==> config.mk <==
export PLATFORM = sky130hd
export DESIGN_NAME = kalman_angle_gyro_fusion
export DESIGN_NICKNAME = d
export VERILOG_FILES = /design/src/rtl/core/kagf_pkg.sv /design/src/rtl/core/kagf_mul.sv /design/src/rtl/core/kagf_div.sv /design/src/rtl/core/kagf_core.sv /design/src/rtl/core/kalman_angle_gyro_fusion.sv
export VERILOG_INCLUDE_DIRS = /design/src /design/src/rtl/core
export SDC_FILE = /design/constraint.sdc
export NUM_CORES = 2
export LEC_CHECK = 0
export BUFFER_PORTS_ARGS = -buffer_cell sky130_fd_sc_hd__buf_4
export CORE_MARGIN = 8
export CORE_UTILIZATION = 54
export CTS_BUF_LIST = sky130_fd_sc_hd__clkbuf_2
export CTS_CLUSTER_DIAMETER = 30
export CTS_CLUSTER_SIZE = 14
export DETAILED_ROUTE_END_ITERATION = 8
export PLACE_DENSITY = 0.81
export SLEW_MARGIN = 20
export SYNTH_ARGS = -nofsm -noshare
export SYNTH_HDL_FRONTEND = slang
export SYNTH_SLANG_ARGS = --single-unit
==> constraint.sdc <==
create_clock -name i_clk -period 11.65 [get_ports i_clk]
set_input_delay 0 -clock i_clk [delete_from_list [all_inputs] [get_ports i_clk]]
set_output_delay 0 -clock i_clk [all_outputs]
set_load 0.05 [all_outputs]
==> src/rtl/core/assert_macros.svh <==
// Assertion macros shared by the angle and gyro fusion block.
`ifndef ASSERT_MACROS_SVH
`define ASSERT_MACROS_SVH
`ifndef SYNTH
`define KAGF_ASSERT(lbl, prop) \
    lbl: assert property (@(posedge i_clk) disable iff (!i_rst_n) prop) \
        else $error("kagf assertion failed");
`define KAGF_ASSERT_IMP(lbl, ante, cons) \
    lbl: assert property (@(posedge i_clk) disable iff (!i_rst_n) (ante) |-> (cons)) \
        else $error("kagf implication failed");
`else
`define KAGF_ASSERT(lbl, prop)
`define KAGF_ASSERT_IMP(lbl, ante, cons)
`endif
`endif

==> src/rtl/core/kagf_pkg.sv <==
// Shared types, widths and saturation helpers of the angle and gyro fusion block.
package kagf_pkg;

    localparam int DAT_W = 32;
    localparam int SUM_W = 42;
    localparam int A_W   = 35;
    localparam int B_W   = 33;
    localparam int P_W   = 40;

    localparam logic signed [DAT_W-1:0] Q30_ONE = 32'sd1073741824;

    typedef struct packed {
        logic [30:0] angle_noise;
        logic [30:0] bias_noise;
        logic [30:0] measure_noise;
        logic [29:0] time_step;
    } t_cfg;

    typedef struct packed {
        logic                  go;
        logic signed [A_W-1:0] a;
        logic signed [B_W-1:0] b;
    } t_mul_req;

    typedef struct packed {
        logic                    go;
        logic signed [DAT_W-1:0] num;
        logic [DAT_W-1:0]        den;
    } t_div_req;

    localparam logic signed [SUM_W-1:0] SAT_HI =
        (SUM_W'(1) <<< (DAT_W - 1)) - SUM_W'(1);
    localparam logic signed [SUM_W-1:0] SAT_LO = -SAT_HI - SUM_W'(1);

    function automatic logic signed [DAT_W-1:0] sat_dat(input logic signed [SUM_W-1:0] v);
        logic signed [DAT_W-1:0] r;
        if (v > SAT_HI) begin
            r = SAT_HI[DAT_W-1:0];
        end else if (v < SAT_LO) begin
            r = SAT_LO[DAT_W-1:0];
        end else begin
            r = v[DAT_W-1:0];
        end
        return r;
    endfunction

endpackage

==> src/rtl/core/kagf_mul.sv <==
// Multi-cycle Q30 multiplier with rounding, built on one 34 by 16 bit partial product.
module kagf_mul
    import kagf_pkg::*;
(
    input  logic                  i_clk,
    input  logic                  i_rst_n,
    input  t_mul_req              i_req,
    output logic                  o_done,
    output logic signed [P_W-1:0] o_p
);

    typedef enum logic [1:0] {ST_IDLE, ST_LO, ST_HI, ST_RND} t_state;

    t_state      r_state;
    logic        r_neg;
    logic [33:0] r_ma;
    logic [31:0] r_mb;
    logic [65:0] r_acc;

    logic [A_W-1:0] w_na;
    logic [B_W-1:0] w_nb;
    logic [15:0]    w_half;
    logic [49:0]    w_pp;
    logic [65:0]    w_rnd;
    logic [35:0]    w_r;

    assign w_na   = -i_req.a;
    assign w_nb   = -i_req.b;
    assign w_half = (r_state == ST_LO) ? r_mb[15:0] : r_mb[31:16];
    assign w_pp   = r_ma * w_half;
    assign w_rnd  = r_acc + 66'h0000_0000_2000_0000;
    assign w_r    = w_rnd[65:30];

    always_ff @(posedge i_clk) begin
        if (!i_rst_n) begin
            r_state <= ST_IDLE;
            o_done  <= 1'b0;
        end else begin
            o_done <= 1'b0;
            unique case (r_state)
                ST_IDLE: begin
                    if (i_req.go) begin
                        r_neg   <= i_req.a[A_W-1] ^ i_req.b[B_W-1];
                        r_ma    <= i_req.a[A_W-1] ? w_na[33:0] : i_req.a[33:0];
                        r_mb    <= i_req.b[B_W-1] ? w_nb[31:0] : i_req.b[31:0];
                        r_state <= ST_LO;
                    end
                end
                ST_LO: begin
                    r_acc   <= {16'b0, w_pp};
                    r_state <= ST_HI;
                end
                ST_HI: begin
                    r_acc   <= r_acc + {w_pp, 16'b0};
                    r_state <= ST_RND;
                end
                ST_RND: begin
                    o_p     <= r_neg ? -$signed({4'b0, w_r}) : $signed({4'b0, w_r});
                    o_done  <= 1'b1;
                    r_state <= ST_IDLE;
                end
                default: r_state <= ST_IDLE;
            endcase
        end
    end

endmodule

==> src/rtl/core/kagf_div.sv <==
// Bit-serial restoring divider that forms a rounded, saturated Q30 gain.
module kagf_div
    import kagf_pkg::*;
(
    input  logic                    i_clk,
    input  logic                    i_rst_n,
    input  t_div_req                i_req,
    output logic                    o_done,
    output logic signed [DAT_W-1:0] o_q
);

    localparam int Q_BITS = 31;

    typedef enum logic [1:0] {ST_IDLE, ST_SETUP, ST_ITER, ST_FIN} t_state;

    t_state      r_state;
    logic        r_neg;
    logic        r_ovf;
    logic [31:0] r_mn;
    logic [31:0] r_d;
    logic [31:0] r_rem;
    logic [30:0] r_nlo;
    logic [30:0] r_q;
    logic [4:0]  r_cnt;

    logic [31:0] w_nn;
    logic [62:0] w_n;
    logic [32:0] w_t;
    logic        w_ge;
    logic [32:0] w_sub;

    assign w_nn  = -i_req.num;
    assign w_n   = {1'b0, r_mn, 30'b0} + {32'b0, r_d[31:1]};
    assign w_t   = {r_rem, r_nlo[30]};
    assign w_ge  = w_t >= {1'b0, r_d};
    assign w_sub = w_t - {1'b0, r_d};

    always_ff @(posedge i_clk) begin
        if (!i_rst_n) begin
            r_state <= ST_IDLE;
            o_done  <= 1'b0;
        end else begin
            o_done <= 1'b0;
            unique case (r_state)
                ST_IDLE: begin
                    if (i_req.go) begin
                        r_neg   <= i_req.num[DAT_W-1];
                        r_mn    <= i_req.num[DAT_W-1] ? w_nn : i_req.num;
                        r_d     <= i_req.den;
                        r_state <= ST_SETUP;
                    end
                end
                ST_SETUP: begin
                    // A quotient of 2^31 or more saturates either way.
                    r_ovf   <= w_n >= {r_d, 31'b0};
                    r_rem   <= w_n[62:31];
                    r_nlo   <= w_n[30:0];
                    r_cnt   <= '0;
                    r_state <= ST_ITER;
                end
                ST_ITER: begin
                    r_rem <= w_ge ? w_sub[31:0] : w_t[31:0];
                    r_q   <= {r_q[29:0], w_ge};
                    r_nlo <= {r_nlo[29:0], 1'b0};
                    r_cnt <= r_cnt + 5'd1;
                    if (r_cnt == 5'(Q_BITS - 1)) begin
                        r_state <= ST_FIN;
                    end
                end
                ST_FIN: begin
                    if (r_ovf) begin
                        o_q <= r_neg ? SAT_LO[DAT_W-1:0] : SAT_HI[DAT_W-1:0];
                    end else begin
                        o_q <= r_neg ? -$signed({1'b0, r_q}) : $signed({1'b0, r_q});
                    end
                    o_done  <= 1'b1;
                    r_state <= ST_IDLE;
                end
                default: r_state <= ST_IDLE;
            endcase
        end
    end

endmodule

==> src/rtl/core/kagf_core.sv <==
// Sequencer and filter state: drives the shared multiplier and divider through one update.
module kagf_core
    import kagf_pkg::*;
(
    input  logic                    i_clk,
    input  logic                    i_rst_n,
    input  t_cfg                    i_cfg,
    input  logic                    i_start,
    input  logic signed [DAT_W-1:0] i_angle_meas,
    input  logic signed [DAT_W-1:0] i_rate_meas,
    input  logic                    i_out_free,
    output logic                    o_idle,
    output logic                    o_done,
    output logic signed [DAT_W-1:0] o_angle_est,
    output logic signed [DAT_W-1:0] o_rate_est
);

    typedef enum logic [2:0] {
        ST_IDLE, ST_MUL_GO, ST_MUL_WAIT, ST_GAIN, ST_DIV_GO, ST_DIV_WAIT, ST_OUT
    } t_state;

    typedef enum logic [3:0] {
        OP_RC, OP_PD, OP_C11, OP_BN, OP_K0T0, OP_K0T1, OP_K1T0, OP_K1T1, OP_EK0, OP_EK1
    } t_op;

    t_state r_state;
    t_op    r_op;
    logic   r_div_k1;

    logic signed [DAT_W-1:0] r_angle, r_bias, r_c00, r_c01, r_c10, r_c11;
    logic signed [DAT_W-1:0] r_am, r_rm, r_t0, r_t1, r_k0, r_k1;
    logic signed [DAT_W:0]   r_err;
    logic [DAT_W-1:0]        r_e;

    t_mul_req                w_mreq;
    t_div_req                w_dreq;
    logic                    w_mdone, w_ddone;
    logic signed [P_W-1:0]   w_p;
    logic signed [DAT_W-1:0] w_q;
    logic signed [DAT_W-1:0] w_rc;
    logic signed [DAT_W:0]   w_err, w_e;
    logic signed [B_W-1:0]   w_dt;

    assign w_rc  = sat_dat(SUM_W'(r_rm) - SUM_W'(r_bias));
    assign w_dt  = $signed({3'b0, i_cfg.time_step});
    assign w_err = (DAT_W+1)'(r_am) - (DAT_W+1)'(r_angle);
    assign w_e   = (DAT_W+1)'($signed({1'b0, i_cfg.measure_noise})) + (DAT_W+1)'(r_c00);

    always_comb begin
        w_mreq.go = (r_state == ST_MUL_GO);
        w_mreq.a  = '0;
        w_mreq.b  = '0;
        case (r_op)
            OP_RC: begin
                w_mreq.a = A_W'(w_rc);
                w_mreq.b = w_dt;
            end
            OP_PD: begin
                w_mreq.a = A_W'($signed({1'b0, i_cfg.angle_noise})) - A_W'(r_c01)
                           - A_W'(r_c10);
                w_mreq.b = w_dt;
            end
            OP_C11: begin
                w_mreq.a = A_W'(r_c11);
                w_mreq.b = w_dt;
            end
            OP_BN: begin
                w_mreq.a = $signed({4'b0, i_cfg.bias_noise});
                w_mreq.b = w_dt;
            end
            OP_K0T0: begin
                w_mreq.a = A_W'(r_k0);
                w_mreq.b = B_W'(r_t0);
            end
            OP_K0T1: begin
                w_mreq.a = A_W'(r_k0);
                w_mreq.b = B_W'(r_t1);
            end
            OP_K1T0: begin
                w_mreq.a = A_W'(r_k1);
                w_mreq.b = B_W'(r_t0);
            end
            OP_K1T1: begin
                w_mreq.a = A_W'(r_k1);
                w_mreq.b = B_W'(r_t1);
            end
            OP_EK0: begin
                w_mreq.a = A_W'(r_err);
                w_mreq.b = B_W'(r_k0);
            end
            OP_EK1: begin
                w_mreq.a = A_W'(r_err);
                w_mreq.b = B_W'(r_k1);
            end
            default: ;
        endcase
    end

    assign w_dreq.go  = (r_state == ST_DIV_GO);
    assign w_dreq.num = r_div_k1 ? r_c10 : r_c00;
    assign w_dreq.den = r_e;

    kagf_mul u_mul (
        .i_clk   (i_clk),
        .i_rst_n (i_rst_n),
        .i_req   (w_mreq),
        .o_done  (w_mdone),
        .o_p     (w_p)
    );

    kagf_div u_div (
        .i_clk   (i_clk),
        .i_rst_n (i_rst_n),
        .i_req   (w_dreq),
        .o_done  (w_ddone),
        .o_q     (w_q)
    );

    assign o_idle      = (r_state == ST_IDLE);
    assign o_done      = (r_state == ST_OUT) && i_out_free;
    assign o_angle_est = r_angle;
    assign o_rate_est  = sat_dat(SUM_W'(r_rm) - SUM_W'(r_bias));

    always_ff @(posedge i_clk) begin
        if (!i_rst_n) begin
            r_state  <= ST_IDLE;
            r_op     <= OP_RC;
            r_div_k1 <= 1'b0;
            r_angle  <= '0;
            r_bias   <= '0;
            r_c00    <= Q30_ONE;
            r_c01    <= '0;
            r_c10    <= '0;
            r_c11    <= Q30_ONE;
        end else begin
            unique case (r_state)
                ST_IDLE: begin
                    if (i_start) begin
                        r_am    <= i_angle_meas;
                        r_rm    <= i_rate_meas;
                        r_op    <= OP_RC;
                        r_state <= ST_MUL_GO;
                    end
                end
                ST_MUL_GO: r_state <= ST_MUL_WAIT;
                ST_MUL_WAIT: begin
                    if (w_mdone) begin
                        r_state <= ST_MUL_GO;
                        case (r_op)
                            OP_RC: begin
                                r_angle <= sat_dat(SUM_W'(r_angle) + SUM_W'(w_p));
                                r_op    <= OP_PD;
                            end
                            OP_PD: begin
                                r_c00 <= sat_dat(SUM_W'(r_c00) + SUM_W'(w_p));
                                r_op  <= OP_C11;
                            end
                            OP_C11: begin
                                r_c01 <= sat_dat(SUM_W'(r_c01) - SUM_W'(w_p));
                                r_c10 <= sat_dat(SUM_W'(r_c10) - SUM_W'(w_p));
                                r_op  <= OP_BN;
                            end
                            OP_BN: begin
                                r_c11   <= sat_dat(SUM_W'(r_c11) + SUM_W'(w_p));
                                r_state <= ST_GAIN;
                            end
                            OP_K0T0: begin
                                r_c00 <= sat_dat(SUM_W'(r_t0) - SUM_W'(w_p));
                                r_op  <= OP_K0T1;
                            end
                            OP_K0T1: begin
                                r_c01 <= sat_dat(SUM_W'(r_t1) - SUM_W'(w_p));
                                r_op  <= OP_K1T0;
                            end
                            OP_K1T0: begin
                                r_c10 <= sat_dat(SUM_W'(r_c10) - SUM_W'(w_p));
                                r_op  <= OP_K1T1;
                            end
                            OP_K1T1: begin
                                r_c11 <= sat_dat(SUM_W'(r_c11) - SUM_W'(w_p));
                                r_op  <= OP_EK0;
                            end
                            OP_EK0: begin
                                r_angle <= sat_dat(SUM_W'(r_angle) + SUM_W'(w_p));
                                r_op    <= OP_EK1;
                            end
                            OP_EK1: begin
                                r_bias  <= sat_dat(SUM_W'(r_bias) + SUM_W'(w_p));
                                r_state <= ST_OUT;
                            end
                            default: r_state <= ST_OUT;
                        endcase
                    end
                end
                ST_GAIN: begin
                    r_err    <= w_err;
                    r_e      <= w_e[DAT_W-1:0];
                    r_t0     <= r_c00;
                    r_t1     <= r_c01;
                    r_div_k1 <= 1'b0;
                    if (!w_e[DAT_W] && (w_e != '0)) begin
                        r_state <= ST_DIV_GO;
                    end else begin
                        // Without a positive innovation variance the gains are zero.
                        r_k0    <= '0;
                        r_k1    <= '0;
                        r_op    <= OP_K0T0;
                        r_state <= ST_MUL_GO;
                    end
                end
                ST_DIV_GO: r_state <= ST_DIV_WAIT;
                ST_DIV_WAIT: begin
                    if (w_ddone) begin
                        if (r_div_k1) begin
                            r_k1    <= w_q;
                            r_op    <= OP_K0T0;
                            r_state <= ST_MUL_GO;
                        end else begin
                            r_k0     <= w_q;
                            r_div_k1 <= 1'b1;
                            r_state  <= ST_DIV_GO;
                        end
                    end
                end
                ST_OUT: begin
                    if (i_out_free) begin
                        r_state <= ST_IDLE;
                    end
                end
                default: r_state <= ST_IDLE;
            endcase
        end
    end

endmodule

==> src/rtl/core/kalman_angle_gyro_fusion.sv <==
// Top level of the two-state Kalman angle and gyro bias fusion block.
//
// Usage: each beat on the slave stream carries one accelerometer angle and one
// gyro rate, both signed Q16.16. The block runs one predict and correct step of
// a Kalman filter over angle and gyro bias, and returns one beat on the master
// stream with the filtered angle and the bias-corrected rate.
// The configuration channel writes the noise terms and the sample period by
// register index (0 angle noise, 1 bias noise, 2 measurement noise, 3 time
// step); other indexes are ignored. Write only while the block is idle.
// Each beat takes ten products on the shared multiplier and, for a positive
// innovation variance, two gains on the serial divider, one quotient bit per
// cycle. The slave side is not ready while a beat is being worked on.
// A finished result sits in an output register; the next input beat may be
// taken while it waits. If the receiver stalls, the following result is held
// inside the core until that register is free.
// Reset (synchronous, active low) restores the register defaults, clears angle
// and bias and sets the covariance to the identity.
`include "assert_macros.svh"
module kalman_angle_gyro_fusion
    import kagf_pkg::*;
(
    input  logic        i_clk,
    input  logic        i_rst_n,
    input  logic        s_axis_tvalid,
    output logic        s_axis_tready,
    input  logic [63:0] s_axis_tdata,  // angle_meas [31:0], rate_meas [63:32]
    output logic        m_axis_tvalid,
    input  logic        m_axis_tready,
    output logic [63:0] m_axis_tdata,  // angle_est [31:0], rate_est [63:32]
    input  logic        i_cfg_valid,
    output logic        o_cfg_ready,
    input  logic [7:0]  i_cfg_addr,
    input  logic [31:0] i_cfg_data
);

    localparam logic [7:0] REG_ANGLE_NOISE   = 8'd0;
    localparam logic [7:0] REG_BIAS_NOISE    = 8'd1;
    localparam logic [7:0] REG_MEASURE_NOISE = 8'd2;
    localparam logic [7:0] REG_TIME_STEP     = 8'd3;

    t_cfg        r_cfg;
    logic        r_out_valid;
    logic [63:0] r_out_data;

    logic                    w_idle, w_done, w_out_free, w_start;
    logic signed [DAT_W-1:0] w_angle_est, w_rate_est;

    assign o_cfg_ready = 1'b1;

    // Configuration registers; a write to an unknown index is dropped.
    always_ff @(posedge i_clk) begin
        if (!i_rst_n) begin
            r_cfg.angle_noise   <= 31'd1073742;
            r_cfg.bias_noise    <= 31'd3221225;
            r_cfg.measure_noise <= 31'd536870912;
            r_cfg.time_step     <= 30'd5368709;
        end else if (i_cfg_valid) begin
            unique case (i_cfg_addr)
                REG_ANGLE_NOISE:   r_cfg.angle_noise   <= i_cfg_data[30:0];
                REG_BIAS_NOISE:    r_cfg.bias_noise    <= i_cfg_data[30:0];
                REG_MEASURE_NOISE: r_cfg.measure_noise <= i_cfg_data[30:0];
                REG_TIME_STEP:     r_cfg.time_step     <= i_cfg_data[29:0];
                default: ;
            endcase
        end
    end

    // The core only hands over a result when the output register can take it.
    assign w_out_free    = !r_out_valid || m_axis_tready;
    assign s_axis_tready = w_idle;
    assign w_start       = s_axis_tvalid && w_idle;

    kagf_core u_core (
        .i_clk        (i_clk),
        .i_rst_n      (i_rst_n),
        .i_cfg        (r_cfg),
        .i_start      (w_start),
        .i_angle_meas (s_axis_tdata[31:0]),
        .i_rate_meas  (s_axis_tdata[63:32]),
        .i_out_free   (w_out_free),
        .o_idle       (w_idle),
        .o_done       (w_done),
        .o_angle_est  (w_angle_est),
        .o_rate_est   (w_rate_est)
    );

    always_ff @(posedge i_clk) begin
        if (!i_rst_n) begin
            r_out_valid <= 1'b0;
        end else if (w_done) begin
            r_out_valid <= 1'b1;
            r_out_data  <= {w_rate_est, w_angle_est};
        end else if (m_axis_tready) begin
            r_out_valid <= 1'b0;
        end
    end

    assign m_axis_tvalid = r_out_valid;
    assign m_axis_tdata  = r_out_data;

    `KAGF_ASSERT(a_busy_after_accept, (s_axis_tvalid && s_axis_tready) |=> !s_axis_tready)
    `KAGF_ASSERT_IMP(a_done_needs_room, w_done, !r_out_valid || m_axis_tready)
    `KAGF_ASSERT(a_valid_from_done, $rose(r_out_valid) |-> $past(w_done))

endmodule

======== Word-level counts from Yosys, hierarchy flattened ========
Cells that the tools add are included.
storage, ports and cells
  register bits after elaboration ......... 1021
  bits of input ports ..................... 109
  output and inout bits ................... 67
  logic and storage cells ................. 248
cells by class
  add/subtract/negate cells ............... 24
  multipliers ............................. 1
  magnitude comparators ................... 22
  eq/ne operators ......................... 36
  mux-type cells .......................... 71
  bitwise gates (word level) .............. 1
  reduce and logical (&&, ||, !) cells .... 50
operators by type and width
  operator                  number
  $mux W32                  31
  $pmux W68 S10             1
  $pmux W32 S2              6
  $gt A42 B32 Y1 const B    9
  $lt A42 B32 Y1 const B    9
  $sub A32 B40 Y41          5
  $add A32 B40 Y41          4
  $pmux W66 S2              1
  $sub A32 B32 Y33          3
  $add A66 B30 Y66 const B  1
  $add A66 B66 Y66          1
  $neg A32 Y32              2
  $add A62 B31 Y63          1
  $ge A63 B63 Y1            1
  $pmux W31 S2              1
  $mul A34 B16 Y50          1
  $neg A36 Y40              1
  $mux W36                  1
  $mux W34                  1
  $neg A34 Y34              1
  $sub A33 B32 Y34          1
  $add A32 B32 Y33          1
  $ge A33 B32 Y1            1
  $gt A33 B32 Y1 const B    1
  other kinds (50)          120

======== Logic depth before layout (Yosys ltp) ========
  word-level depth ........................ 7
  depth in mapped cells ................... 44
  gate-level depth less buffers ........... 41

======== Cells and area by module ========
Synthesis repeated with hierarchy kept, for this count alone.
second synthesis, totals
  cells, all modules ...................... 10682
  area total of the unflattened synthesis .. 95004.9 µm²
modules (own cells, without submodules)
  module                    instances  cells an instance  area each (µm²)
  kagf_core                 1          5872               47892.2
  kagf_mul                  1          3158               28576.2
  kagf_div                  1          1122               11836.4
  kalman_angle_gyro_fusion  1          530                6700.2

======== Worst setup path after synthesis ========
Ideal clock, no wire load.
  kind .................................... reg2reg
  start point ............................. register u_core.u_mul.r_state[1]
  end point ............................... register u_core.u_mul.r_acc[58] (data pin)
  setup time .............................. 0.266 ns
  data arrival time ....................... 9.175 ns
  slack ................................... 2.209 ns
  stages on the path, launching flop included .. 42
  clock period less this slack ............ 9.441 ns
  cells stage by stage .................... dfxtp_1 > inv_1 > ha_1 > clkbuf_1 > buf_1 > mux2_2 > clkbuf_1 > nand2_1 > fa_1 > inv_1 > fa_1 > inv_1 > fa_1 > inv_1 > fa_1 > fa_1 > inv_1 > fa_1 > [... 6 more ...] > o21ai_0 > nand2b_1 > a21o_1 > a21o_1 > a21o_1 > a21oi_1 > xnor2_1 > ha_1 > a21o_1 > nor4_1 > o41ai_1 > a21oi_1 > o211ai_1 > a41oi_1 > nor2_1 > a311oi_1 > xor2_1 > nor2_1
on the way
  longest elaborated chain between the ends .. 5
RTL lines
  element                 RTL line                        RTL
  start, declared         kagf_mul.sv:14                  t_state r_state;
  start signal, assigned  kagf_mul.sv:36                  r_state <= ST_IDLE;
  start signal, assigned  kagf_mul.sv:46                  r_state <= ST_LO;
  start signal, assigned  kagf_mul.sv:51                  r_state <= ST_HI;
  $eq A2 B1 Y1            kagf_mul.sv:29, kagf_mul.sv:40
  $mux W16                kagf_mul.sv:29                  assign w_half = (r_state == ST_LO) ? r_mb[15:0] : r_mb[31:16];
  $mul A34 B16 Y50        kagf_mul.sv:30                  assign w_pp = r_ma * w_half;
  $add A66 B66 Y66        kagf_mul.sv:54                  r_acc <= r_acc + {w_pp, 16'b0};
  $pmux W66 S2 *          kagf_mul.sv:40                  unique case (r_state)
  end signal, assigned    kagf_mul.sv:50                  r_acc <= {16'b0, w_pp};
  end signal, assigned    kagf_mul.sv:54
  end, declared           kagf_mul.sv:18                  logic [65:0] r_acc;
Every way passes the cells marked *; elsewhere a longest branch is shown, timed or not.
A chain may end at the register's enable or synchronous reset.

======== Worst setup path after layout ========
  start point ............................. register u_core.u_mul.r_state[1]
  end point ............................... register u_core.u_mul.r_acc[62] (data pin)
The elaborated chain is that of the path after synthesis.

==> out/qor.csv <==
stage,metric,value,unit
run_status,status,"finished, final reports clean",
critical_path,r2r_start,u_core.u_mul.r_state[1],
critical_path,crit_arrival,12.55,ns
grt,gr-total-overflow,0,
floorplanning,die_area,186000,sq um
synthesis,synth_area,93300,sq um
critical_path,slowest_delay,0.63,ns
placed_design,port_buffers,173,
synthesis,syn_area_per_cell,8.77,sq um
timing,rsz0062_at_grt,no,
route,vias,88300,
clocking,clock_latency,1.92,ns
synthesis,yosys_warnings,0,
route,drc,0,
clocking,clock-root-buffer,clkbuf_2,
timing,slew-limit-headroom,14.6,%
floorplanning,core_area,172000,sq um
critical_path,crit_path_frequent_cell,fa_1,
grt,grt_start_max_net_pins,69,
clocking,clock-sinks,1005,
grt,grt_pass1_vias,85300,
placed_design,post-dp-hpwl,285,mm
floorplanning,ios,176,
synthesis,synthArstFlopShare,0,%
route,firstDrtPassIters,8,
critical_path,r2r-end,u_core.u_mul.r_acc[62],
timing,fin_crit,11.01,ns
clocking,cts_tree,done,
synthesis,ys_seq_elements,1005,
route,detail-route-antenna-nets,0,
critical_path,critical_path_class,flop to flop,
critical_path,crit_required,13.19,ns
clocking,clockBufferDepth,4,
finish,layout-drive-gt1-share,8.59,%
finish,fill_cells,14700,
synthesis,ys_types,98,
floorplanning,die-width,432,um
worst_hold_path,hp-class,input pin to flop,
worst_hold_path,min_from,m_axis_tready,
timing,setup_viol,0,
synthesis,synth_flop_cell,edfxtp_1,
floorplanning,initial_core_util,54.3,%
timing,max_clock_freq,90.9,MHz
timing,slew_violations,0,
synthesis,synthCells,10600,
placed_design,place_congestion,1.06,
floorplanning,die_y,432,um
timing,finalCritPeriodShare,94.5,%
synthesis,synth_edf_count,675,
grt,grt_usage,38.7,%
route,drtIter0Drc,10600,
grt,antenna_found_initial,27,
critical_path,rrSetupSlack,0.64,ns
route,postRouteWirelength,374,mm
clocking,htreeDepth,5,
synthesis,synth_nets,12000,
critical_path,endpoint_kind,flop,
critical_path,cp_num_buf_inv,6,
floorplanning,rows,152,
finish,fin_nets,12600,
clocking,clkTransAtPathRegs,0.12,ns
critical_path,critPathLaunchType,flop,
timing,setup-tns-final,0,ns
critical_path,critPathMaxFanout,23,
timing,worstMarginPinSlew,1.28,ns
route,wl_per_cell,27.2,um
timing,skew,0.265,ns
synthesis,yosysSeqAreaShare,28.8,%
finish,area_growth,12.5,%
timing,finalHoldViolations,0,
clocking,cts-buffers-inserted,286,
job,max-cap-violations,0,
critical_path,slowest_stage,mux2_2,
critical_path,reg2regPathDepth,35,
critical_path,critPathTopFamily,adder cells,
grt,grt_pass1_wl,547,mm
worst_hold_path,min_to,u_core.r_state[1],
worst_hold_path,holdPathStages,7,
route,viasPerCell,6.41,
==> synthesized netlist by cell type, types with 64 or more instances <==
| cell | instances | area, sq um |
|---|---|---|
| nor2_1 | 650 | 2440 |
| ha_1 | 747 | 9350 |
| xor2_1 | 250 | 2190 |
| inv_1 | 934 | 3510 |
| a31oi_1 | 94 | 588 |
| clkbuf_1 | 416 | 1560 |
| a211oi_1 | 83 | 623 |
| o21bai_1 | 86 | 646 |
| nor3_1 | 173 | 866 |
| o21ai_0 | 569 | 2850 |
| edfxtp_1 | 675 | 20300 |
| nand2b_1 | 112 | 701 |
| dfxtp_1 | 330 | 6610 |
| o31ai_1 | 85 | 638 |
| a221oi_1 | 70 | 613 |
| xnor2_1 | 440 | 3850 |
| nand3_1 | 203 | 1020 |
| mux2i_1 | 142 | 1420 |
| o21a_1 | 110 | 826 |
| and3_1 | 122 | 763 |
| a21o_1 | 317 | 2380 |
| fa_1 | 491 | 9830 |
| or3_1 | 64 | 400 |
| and2_1 | 274 | 1710 |
| a21oi_1 | 861 | 4310 |
| nand4_1 | 100 | 626 |
| nand2_1 | 1248 | 4680 |
| nor2b_1 | 102 | 638 |
| o211ai_1 | 72 | 541 |
| nor4_1 | 64 | 400 |
==> routing by layer <==
metal / up-vias / GRT usage (%) / routed length [um]
met1: 42600 / 49.8 / 143000
met4: 10 / 24.5 / 29000
met5: - / 0 / 79
li1: 39100 / - / -
met2: 5414 / 57.2 / 156000
met3: 1242 / 11.4 / 46100
==> timing repair <==
action | in CTS | in global routing
buffers inserted | 0 | 0
gates resized for setup | 0 | 1
endpoints found under the hold margin | 972 | 0
hold buffers | 433 | 0
setup endpoints to repair | 0 | 4
==> cell families after synthesis <==
| logic type | Yosys count | synth area share [%] |
|---|---|---|
| muxes | 186 | 2.06 |
| DFF | 1005 | 28.8 |
| adders and majority gates | 1238 | 20.6 |
| other | 1 | 0.00402 |
| xor gates and xnor gates | 691 | 6.50 |
| and+or+nand+nor | 3291 | 16.8 |
| buffers and inverters | 1391 | 5.61 |
| AOI/OAI and AO/OA | 2835 | 19.7 |
==> flip-flops by register name, summed over array words and instances (netlist names), 33 cells and up <==
register / count
r_cfg: 123
u_core.r_err: 33
u_core.u_mul.r_acc: 50
u_core.u_mul.o_p: 40
u_core.u_mul.r_ma: 34
m_axis_tdata: 64
==> tightest hold or removal path, delay by kind of cell <==
kind | cells | cell delay (ns)
AOI/OAI and AO/OA | 2 | 0.24
buffers and inverters | 3 | 1.39
and+or+nand+nor | 2 | 0.27
==> metrics by stage <==
stage               instances  util (%)  hold slack [ns]  area (sq um)  setup WS [ns]
floorplan               10600         -           0.0989         93300           2.21
global placement        12800      56.6            0.179         97200          0.971
detailed placement      12800      56.6            0.179         97200          0.813
CTS                     13800      61.1           0.0244        105000          0.640
global route            13800      61.1            0.179        105000         0.0269
finish                  13800      61.1            0.230        105000          0.644
==> cells in the final DEF, fill, tap and decap left out, types with 44 or more instances in the layout <==
cell and n:
clkbuf_2 328, nand3_1 202, buf_4 330, a21oi_1 859
o21bai_1 86, o31ai_1 85, a21o_1 317, clkinv_1 44
inv_1 934, edfxtp_1 675, or3_1 63, fa_1 491
o211ai_1 72, nand4_1 100, xor2_1 250, o21a_1 110
nand2_1 1247, nor3_1 167, a31oi_1 93, dfxtp_1 326
nor2_1 644, mux2i_1 142, and2_1 269, a211oi_1 82
clkinv_2 44, nor2b_1 99, o21ai_0 569, a221oi_1 70
nor4_1 61, dlygate4sd3_1 431, and3_1 119, ha_1 745
xnor2_1 440, nand2b_1 111
==> worst max path at each step <==
stage / from / to / slack, ns / cells after the start
3_5_place_dp: u_core.u_mul.r_state[1] / u_core.u_mul.r_acc[65] / 0.81 / 38
5_1_grt: u_core.u_mul.r_state[1] / u_core.u_mul.r_acc[62] / 0.03 / 35
6_report: u_core.u_mul.r_state[1] / u_core.u_mul.r_acc[62] / 0.64 / 35
3_3_place_gp: u_core.u_mul.r_state[1] / u_core.u_mul.r_acc[58] / 0.97 / 38
4_1_cts: u_core.u_mul.r_state[1] / u_core.u_mul.r_acc[65] / 0.64 / 38
2_1_floorplan: u_core.u_mul.r_state[1] / u_core.u_mul.r_acc[58] / 2.21 / 41
==> cell type report <==
class                   count  area (sq um)  share of cell area, %
diodes                     16          40.0                 0.0381
repair buffers            765          6870                   6.54
well taps                2310          2890                   2.75
clock buffers             328          1640                   1.56
inverters                 939          3530                   3.36
flip-flops and latches   1005         26900                   25.6
multi-input cells        8242         61400                   58.5
clock inverters           170          1740                   1.66
Power is left out: the tool's default activity adds up to more than one toggle a clock period on the data nets, which glitch-free logic cannot reach.
